File: src/sv/lsdb_pkg.sv
// Shared constants and types for the link-state database install block.
package lsdb_pkg;

   localparam int TABLE_DEPTH = 64;
   localparam int IDX_W       = (TABLE_DEPTH > 1) ? $clog2(TABLE_DEPTH) : 1;
   localparam int KEY_W       = 32;
   localparam int SEQ_W       = 32;

   // Event codes reported in event_res.
   typedef enum logic [3:0] {
      EV_SELF_DUP     = 4'd0,
      EV_SELF_FRESH   = 4'd1,
      EV_SELF_NEWER   = 4'd2,
      EV_SELF_OLDER   = 4'd3,
      EV_REMOTE_DUP   = 4'd4,
      EV_REMOTE_FRESH = 4'd5,
      EV_REMOTE_NEWER = 4'd6,
      EV_REMOTE_OLDER = 4'd7,
      EV_REMOVED      = 4'd8,
      EV_NOT_FOUND    = 4'd9,
      EV_IMPOSSIBLE   = 4'd10,
      EV_FULL         = 4'd11
   } event_type;

   // Actions reported in action.
   typedef enum logic [2:0] {
      ACT_NONE     = 3'd0,
      ACT_ADD_ALL  = 3'd1,
      ACT_REPL_ALL = 3'd2,
      ACT_ADD_EXC  = 3'd3,
      ACT_REPL_EXC = 3'd4,
      ACT_REGEN    = 3'd5,
      ACT_RETURN   = 3'd6
   } action_type;

   // Classes of an install against the stored entry; the order matches the
   // offset of the event code within the self and remote groups.
   typedef enum logic [1:0] {
      CLS_DUP   = 2'd0,
      CLS_FRESH = 2'd1,
      CLS_NEWER = 2'd2,
      CLS_OLDER = 2'd3
   } class_type;

   // Lookup token that walks the row of cells, one cell per cycle.
   typedef struct packed {
      logic             active;
      logic             hit;
      logic [IDX_W-1:0] hit_idx;
      logic [SEQ_W-1:0] hit_seq;
      logic             space;
      logic [IDX_W-1:0] free_idx;
   } token_type;

   // Write command broadcast from the controller to every cell.
   typedef struct packed {
      logic             en;
      logic [IDX_W-1:0] idx;
      logic             wr_key;
      logic             wr_seq;
      logic             valid;
      logic [KEY_W-1:0] key;
      logic [SEQ_W-1:0] seq;
   } wr_type;

endpackage

File: src/sv/lsdb_cell.sv
// One table cell: holds one entry and passes the lookup token to its neighbor.
module lsdb_cell (
   input  logic                      clock,
   input  logic                      reset,
   input  logic [lsdb_pkg::IDX_W-1:0] cell_idx,
   input  logic [lsdb_pkg::KEY_W-1:0] lookup_key,
   input  lsdb_pkg::token_type       tok_in,
   output lsdb_pkg::token_type       tok_out,
   input  lsdb_pkg::wr_type          wr
);

   logic [lsdb_pkg::KEY_W-1:0] key_ff;
   logic [lsdb_pkg::SEQ_W-1:0] seq_ff;
   logic                       valid_ff;
   lsdb_pkg::token_type        tok_ff, tok_in_next;
   logic                       sel;

   assign sel = wr.en && (wr.idx == cell_idx);

   // The first valid matching cell and the first free cell claim the token.
   always_comb begin
      tok_in_next = tok_in;
      if (tok_in.active) begin
         if (!tok_in.hit && valid_ff && (key_ff == lookup_key)) begin
            tok_in_next.hit     = 1'b1;
            tok_in_next.hit_idx = cell_idx;
            tok_in_next.hit_seq = seq_ff;
         end
         if (!tok_in.space && !valid_ff) begin
            tok_in_next.space    = 1'b1;
            tok_in_next.free_idx = cell_idx;
         end
      end
   end

   always_ff @(posedge clock) begin
      if (reset) begin
         valid_ff      <= 1'b0;
         tok_ff.active <= 1'b0;
      end else begin
         tok_ff.active <= tok_in_next.active;
         if (sel) begin
            valid_ff <= wr.valid;
         end
      end
      tok_ff.hit      <= tok_in_next.hit;
      tok_ff.hit_idx  <= tok_in_next.hit_idx;
      tok_ff.hit_seq  <= tok_in_next.hit_seq;
      tok_ff.space    <= tok_in_next.space;
      tok_ff.free_idx <= tok_in_next.free_idx;
      if (sel && wr.wr_key) begin
         key_ff <= wr.key;
      end
      if (sel && wr.wr_seq) begin
         seq_ff <= wr.seq;
      end
   end

   assign tok_out = tok_ff;

endmodule

File: config.mk
export PLATFORM = sky130hd
export DESIGN_NAME = lsdb_cell
export DESIGN_NICKNAME = d
export VERILOG_FILES = /design/src/sv/lsdb_pkg.sv /design/src/sv/lsdb_cell.sv
export SDC_FILE = /design/constraint.sdc
export NUM_CORES = 1
export LEC_CHECK = 0
export ABC_AREA = 1
export ABC_CLOCK_PERIOD_IN_PS = 2690
export CAP_MARGIN = 20
export CORE_ASPECT_RATIO = 0.75
export CORE_MARGIN = 2
export CORE_UTILIZATION = 58
export DETAILED_ROUTE_END_ITERATION = 7
export DONT_BUFFER_PORTS = 1
export PLACE_DENSITY = 0.74
export REMOVE_ABC_BUFFERS = 1
export SYNTH_ARGS = -nofsm -noshare
export SYNTH_HDL_FRONTEND = slang
export SYNTH_SLANG_ARGS = --single-unit
File: constraint.sdc
create_clock -name clock -period 2.69 [get_ports clock]
set_input_delay 0.269 -clock clock [delete_from_list [all_inputs] [get_ports clock]]
set_output_delay 0.269 -clock clock [all_outputs]
set_load 0.01 [all_outputs]
Word level (Yosys, flattened, before mapping)
Cells that the tools add are included.
Storage, ports and cells
  output and inout bits: 47
  bits in latches: 0
  memory bits (read-only): 0
  word-level logic and storage cells: 23
  memories: 0
  RAM bits: 0
  bits in registers: 112
  input port bits: 161
Operators by class
  equality and inequality tests: 2
  shift operators: 0
  divide/modulo/power cells: 0
  reduce and logical (&&, ||, !) cells: 9
  add/sub/neg operators: 0
  bitwise operators: 0
  magnitude comparators: 0
  multipliers: 0
  muxes and demuxes: 3
Operator list (count)
  $mux W46: 1
  $mux W39: 1
  $eq A32 B32 Y1: 1
  $mux W7: 1
  $eq A6 B6 Y1: 1
  $logic_and A1 B1 Y1: 6
  $logic_not A1 Y1: 3

Depth between registers and ports, before layout
Gate-level depths: netlist (run 1).
  word-level depth: 5
  gate-level depth with buffers: 13
  mapped depth without buffers: 11

Worst setup path after synthesis (run 1)
OpenSTA, ideal clock, no wires.
  path type: input port to flip-flop
  start point: input cell_idx[0] (netlist name)
  end point: register key_ff[0] (netlist name) (enable)
  arrival time: 2062 ps
  required time: 2269 ps
  library setup time: 421 ps
  stages on the path: 6
  setup slack: 207 ps
  path buffers: 0
  cell sequence: inv_1 > or2_2 > nand3_1 > nor2_1 > nand3_1 > nor2_1
Between the ends
  longest elaborated chain between the ends: 3
RTL lines
  start: declaration: RTL line lsdb_cell.sv:5  | input logic [lsdb_pkg::IDX_W-1:0] cell_idx,
  $eq A6 B6 Y1: RTL line lsdb_cell.sv:18  | assign sel = wr.en && (wr.idx == cell_idx);
  $logic_and A1 B1 Y1: RTL line lsdb_cell.sv:18
  $logic_and A1 B1 Y1: RTL line lsdb_cell.sv:51  | if (sel && wr.wr_key) begin
  end signal: assignment: RTL line lsdb_cell.sv:52  | key_ff <= wr.key;
  end: declaration: RTL line lsdb_cell.sv:12  | logic [lsdb_pkg::KEY_W-1:0] key_ff;
No other way between the ends.
A chain may end at the register's enable or synchronous reset.

==> results of run 1 <==
## stage by stage
stage | utilization (%) | hold WS [ns] | worst slack [ns] | cells
CTS | 79.5 | 0.000528 | 0.715 | 601
finish | 79.9 | 0.0127 | 0.587 | 604
detailed placement | 62.5 | 0.348 | 0.730 | 488
global placement | 62.5 | 0.340 | 0.808 | 488
floorplan | - | 0.338 | -0.716 | 382
global route | 79.9 | 0.000983 | 0.350 | 604
## power groups by stage
stage | sequential [uW] | clock (uW) | combinational (uW)
floorplan | 1930 | 0 | 76.1
global placement | 1940 | 0 | 88.9
detailed placement | 1940 | 0 | 94.2
CTS | 1900 | 1040 | 209
global route | 1900 | 1110 | 247
finish | 1900 | 1020 | 225
## layout by cell type, fill, tap and decap left out, drive strengths merged
cell type	Yosys	routed
nand2	133	133
dlygate4sd3	0	100
edfxtp	64	64
dfxtp	48	48
inv	37	40
nand4	39	39
nor2	20	20
xnor2	18	18
o21ai	10	10
clkbuf	2	9
buf	14	8
nand3	4	4
o22ai	2	2
mux2	2	2
xor2	2	2
clkinv	0	2
o211ai	1	1
or2	1	1
a21oi	1	1
clkinvlp	0	1
bufinv	0	1
## routing by layer
metal  up-vias  track usage (%)  wire, um
met5         -                0         0
met4         0             10.9       305
met3        31             10.9      1130
met2       199             49.5      5850
met1      1483             28.3      3820
li1       1523                -         -
## worst min-delay path by stage
| stage | from | end | slack, ns |
|---|---|---|---|
| floorplan | reset | valid_ff$_SDFFE_PP0P_ | 0.34 |
| global placement | reset | valid_ff$_SDFFE_PP0P_ | 0.34 |
| detailed placement | reset | tok_out[46]$_SDFF_PP0_ | 0.35 |
| CTS | tok_in[36] | tok_out[36]$_DFF_P_ | 0.0005 |
| global route | tok_in[41] | tok_out[41]$_DFF_P_ | 0.001 |
| finish | tok_in[26] | tok_out[26]$_DFF_P_ | 0.01 |
## state kept, by name, summed over array words and instances, names as in the netlist
name / flops
valid_ff: 1
seq_ff: 32
key_ff: 32
tok_out: 47
## logic make-up after synthesis
kind of cell              Yosys count  share of synthesized area [%]
and+or+nand+nor                   197                           20.0
DFF                               112                           67.9
buffers and inverters              53                           5.69
xor gates and xnor gates           20                           4.13
AOI/OAI and AO/OA                  14                           1.77
muxes                               2                          0.531
## layout make-up
class	instances	area [um^2]	share of cell area, %
inverters	37	139	2.50
well taps	98	123	2.20
repair buffers	108	1060	19.1
clock inverters	7	86.3	1.55
multi-input cells	233	1150	20.7
flip-flops and latches	112	2880	51.8
clock buffers	9	124	2.23
## what timing repair did
item                                    CTS  global route
endpoints found under the setup margin    0             0
hold buffers                             97             3
buffers inserted                          0             0
resized for setup                         0             0
endpoints found under the hold margin    98             3
==> impl_metrics.json, run 1 <==
{
  "diodes": 0,
  "dr.pass1.iters": 8,
  "drtAntennaViolNets": 0,
  "period_share_pct": 78.2,
  "hold_depth": 2,
  "cp-start-kind": "flop",
  "gp_congestion": 0.798,
  "synth-seq-area-share_pct": 67.9,
  "via_per_inst": 5.36,
  "clock-sinks": 112,
  "p_sw_uw": 700,
  "worstRegToRegCells": 9,
  "die_w_um": 103,
  "htree_levels": 3,
  "power_uw": 3140,
  "clk_pin_slew_ns": 0.10,
  "finalMaxSlewViolations": 0,
  "grt_antenna_before_repair": 0,
  "synth_ff_type": "edfxtp_1",
  "cpPeakStageDelay_ns": 0.45,
  "swShare_pct": 22.3,
  "cp-endpoint": "tok_out[35]$_DFF_P_",
  "violations": "DRC",
  "synth_common_cells": "nand2_1 (133), edfxtp_1 (64), dfxtp_1 (48)",
  "synthMostInstantiatedCell": "nand2_1",
  "synthCells": 398,
  "nFillCells": 412,
  "path_class": "flop to flop",
  "clockRootBuffer": "clkbuf_8",
  "cp.depth": 9,
  "p_int_uw": 2440,
  "vdd_ir_drop_max_uv": 509,
  "wl_mm": 11.1,
  "cts_tree": "yes",
  "finClkSkew_ns": 0.0104,
  "path_buf_inv": 1,
  "maxCapViolCount": 0,
  "grt-ovfl-total": 0,
  "synth_warnings": 0,
  "grt_pass1_vias": 3375,
  "yosysTopAreaCellShare_pct": 45.3,
  "timing.rr.end": "tok_out[35]$_DFF_P_",
  "fmax_mhz": 476,
  "post-route-cell-area_um2": 5570,
  "hold_viol": 0,
  "die-height_um": 78.1,
  "fin_tns_setup_ns": 0,
  "grt_pass1_wl_mm": 16.1,
  "p_leak_uw": 0.00230,
  "insertion_delay_ns": 0.37,
  "yosysTopAreaCell": "edfxtp_1",
  "synth_area_leaders": "edfxtp_1 (45%), dfxtp_1 (23%), nand2_1 (12%), nand4_1 (5.7%), xnor2_1 (3.7%)",
  "place_area_um2": 4350,
  "ioPinCount": 208,
  "p_per_area_nw_per_um2": 565,
  "hpwlAfterDp_mm": 6.66,
  "cp_data_required_time_ns": 2.94,
  "area_growth_pct": 31.1,
  "setup_violations": 0,
  "portBuffers": 0,
  "worst_setup_path_end_kind": "flop",
  "initial_core_util_pct": 61.0,
  "rsz0062_at_grt": "false",
  "status": "complete, but fails checks",
  "max_slew.worst_pin.slew_ns": 0.583,
  "p_comb_share_pct": 7.2,
  "syn-mean-instance-area_um2": 10.7,
  "grt_start_max_net_pins": 33,
  "cp_slowest_cell": "nor2_4",
  "period_minus_slack_ns": 2.10,
  "cp-startpoint": "key_ff[9]$_DFFE_PP_",
  "async_flop_share_pct": 0,
  "core_area_um2": 6960,
  "crit_family": "simple AND/OR/NAND/NOR gates",
  "post_drt_wl_per_cell_um": 18.4,
  "crit_path_cell_trace": "xnor2_1, nand2_1, nor2_1, nand2_1, nor2_4, nand3_1, buf_4, nand2_1, nand2_1",
  "cts-buffers-inserted": 9,
  "yosysUniqueCellTypes": 23,
  "rrSetupSlack_ns": 0.59,
  "synthesis.area_um2": 4240,
  "crit_fanout": 25,
  "relSlewSlack_pct": 61.0,
  "clockBufferDepth": 2,
  "vias": 3236,
  "synth-seq-cells": 112,
  "synth_edf_count": 64,
  "hold_path.class": "input pin to flop",
  "grt_use_total_pct": 27.4,
  "route.detailed.drc": 1,
  "rows": 26,
  "arrival_ns": 2.36,
  "drtIter0Drc": 126,
  "dieArea_um2": 8020,
  "drive_gt1_share_pct": 6.72,
  "finalNetCount": 662,
  "pwr-share-seq_pct": 60.4,
  "crit_top_cell": "nand2_1",
  "pwr-share-clk_pct": 32.5,
  "r2r-start": "key_ff[9]$_DFFE_PP_"
}
Power figures use the tool's default switching activity.
==> run 2: changes to the inputs <==
Settings changed: ABC_AREA 1 to 0, ABC_CLOCK_PERIOD_IN_PS 2690 to 2000.
Clock period 2.69 ns to 2 ns, I/O delays scaled along.
==> run 2 against run 1 <==
Against the previous run:
- the run now fails in clock tree synthesis (4_1_cts)
- synthesized cell count fell by 44%
- synthesized area decreased by 8.0%
==> impl_metrics.json, run 2 <==
{
  "synth_warnings": 0,
  "synthCells": 221,
  "hpwlAfterDp_mm": 5.44,
  "yosysTopAreaCellShare_pct": 49.2,
  "hold_buffers": 101,
  "synth-seq-area-share_pct": 73.8,
  "synth_ff_type": "edfxtp_1",
  "status": "did not finish",
  "error_line": "[ERROR RSZ-0060] Max buffer count reached.",
  "clockBufferDepth": 2,
  "syn-mean-instance-area_um2": 17.7,
  "synth_common_cells": "edfxtp_1 (64), dfxtp_1 (48), mux2_2 (35)",
  "rows": 25,
  "synth-seq-cells": 112,
  "htree_levels": 3,
  "synth_area_leaders": "edfxtp_1 (49%), dfxtp_1 (25%), mux2_2 (10%), xor2_1 (6.7%), mux2_1 (2.6%)",
  "async_flop_share_pct": 0,
  "cts_resized": 2,
  "portBuffers": 0,
  "die-height_um": 75.1,
  "clock-sinks": 112,
  "post-cts-setup-buffer-count": 0,
  "yosysTopAreaCell": "edfxtp_1",
  "die_w_um": 98.8,
  "initial_core_util_pct": 60.9,
  "yosysUniqueCellTypes": 20,
  "synth_edf_count": 64,
  "lastStage": "clock tree synthesis (4_1_cts)",
  "cts-buffers-inserted": 9,
  "placed_cells": 303,
  "gp_congestion": 0.781,
  "synthMostInstantiatedCell": "edfxtp_1",
  "ioPinCount": 208,
  "synthesis.area_um2": 3910,
  "clockRootBuffer": "clkbuf_8"
}
[run 2: metrics by stage]
stage | instance area, um^2 | setup slack [ns] | setup TNS [ns] | hold WS [ns]
detailed placement | 4050 | -0.198 | -6.70 | 0.276
floorplan | 3870 | -0.778 | -30.63 | 0.272
global placement | 4050 | -0.156 | -5.27 | 0.274
[run 2: cells by family after synthesis]
logic type,after synthesis,synth area share [%]
buffers and inverters,4,0.961
multiplexers,45,12.9
XOR/XNOR,38,8.52
flip-flops,112,73.8
AND/OR/NAND/NOR,22,3.78
==> run 3: changes to the inputs <==
Settings changed: CORE_ASPECT_RATIO 0.75 to default, CORE_UTILIZATION 58 to 40, PLACE_DENSITY 0.74 to default, PLACE_DENSITY_LB_ADDON from default to 0.15.
==> run 3 against run 2 <==
Against the previous run:
- the flow again stops in clock tree synthesis (4_1_cts)
- synthesized area stayed put
- synthesized cell count stayed put
==> impl_metrics.json, run 3 <==
{
  "synth_common_cells": "edfxtp_1 (64), dfxtp_1 (48), mux2_2 (35)",
  "die-height_um": 103,
  "syn-mean-instance-area_um2": 17.7,
  "die_w_um": 103,
  "synth_warnings": 0,
  "htree_levels": 3,
  "hold_buffers": 101,
  "initial_core_util_pct": 40.5,
  "place_area_um2": 4100,
  "synthesis.area_um2": 3910,
  "hpwlAfterDp_mm": 5.44,
  "synth_edf_count": 64,
  "clock-sinks": 112,
  "gp_congestion": 0.751,
  "synth-seq-cells": 112,
  "yosysUniqueCellTypes": 20,
  "rows": 36,
  "post-cts-setup-buffer-count": 1,
  "cts-buffers-inserted": 9,
  "ioPinCount": 208,
  "yosysTopAreaCellShare_pct": 49.2,
  "clockRootBuffer": "clkbuf_8",
  "portBuffers": 0,
  "clockBufferDepth": 2,
  "yosysTopAreaCell": "edfxtp_1",
  "synthCells": 221,
  "lastStage": "clock tree synthesis (4_1_cts)",
  "synth_area_leaders": "edfxtp_1 (49%), dfxtp_1 (25%), mux2_2 (10%), xor2_1 (6.7%), mux2_1 (2.6%)",
  "synth-seq-area-share_pct": 73.8,
  "synthMostInstantiatedCell": "edfxtp_1",
  "error_line": "[ERROR RSZ-0060] Max buffer count reached.",
  "status": "did not finish",
  "cts_resized": 13,
  "async_flop_share_pct": 0,
  "synth_ff_type": "edfxtp_1"
}
-- run 3: cell counts after synthesis --
Identical to the previous run, type by type.
-- run 3: cells by family after synthesis --
logic type    synth area share (%)
flops                         73.8
simple gates                  3.78
xor+xnor                      8.52
buf+inv                      0.961
mux                           12.9
-- run 3: through the flow --
step / cells / hold slack (ns) / setup slack [ns]
after floorplan: 217 / 0.272 / -0.778
after global placement: 354 / 0.275 / -0.197
after detailed placement: 354 / 0.277 / -0.184
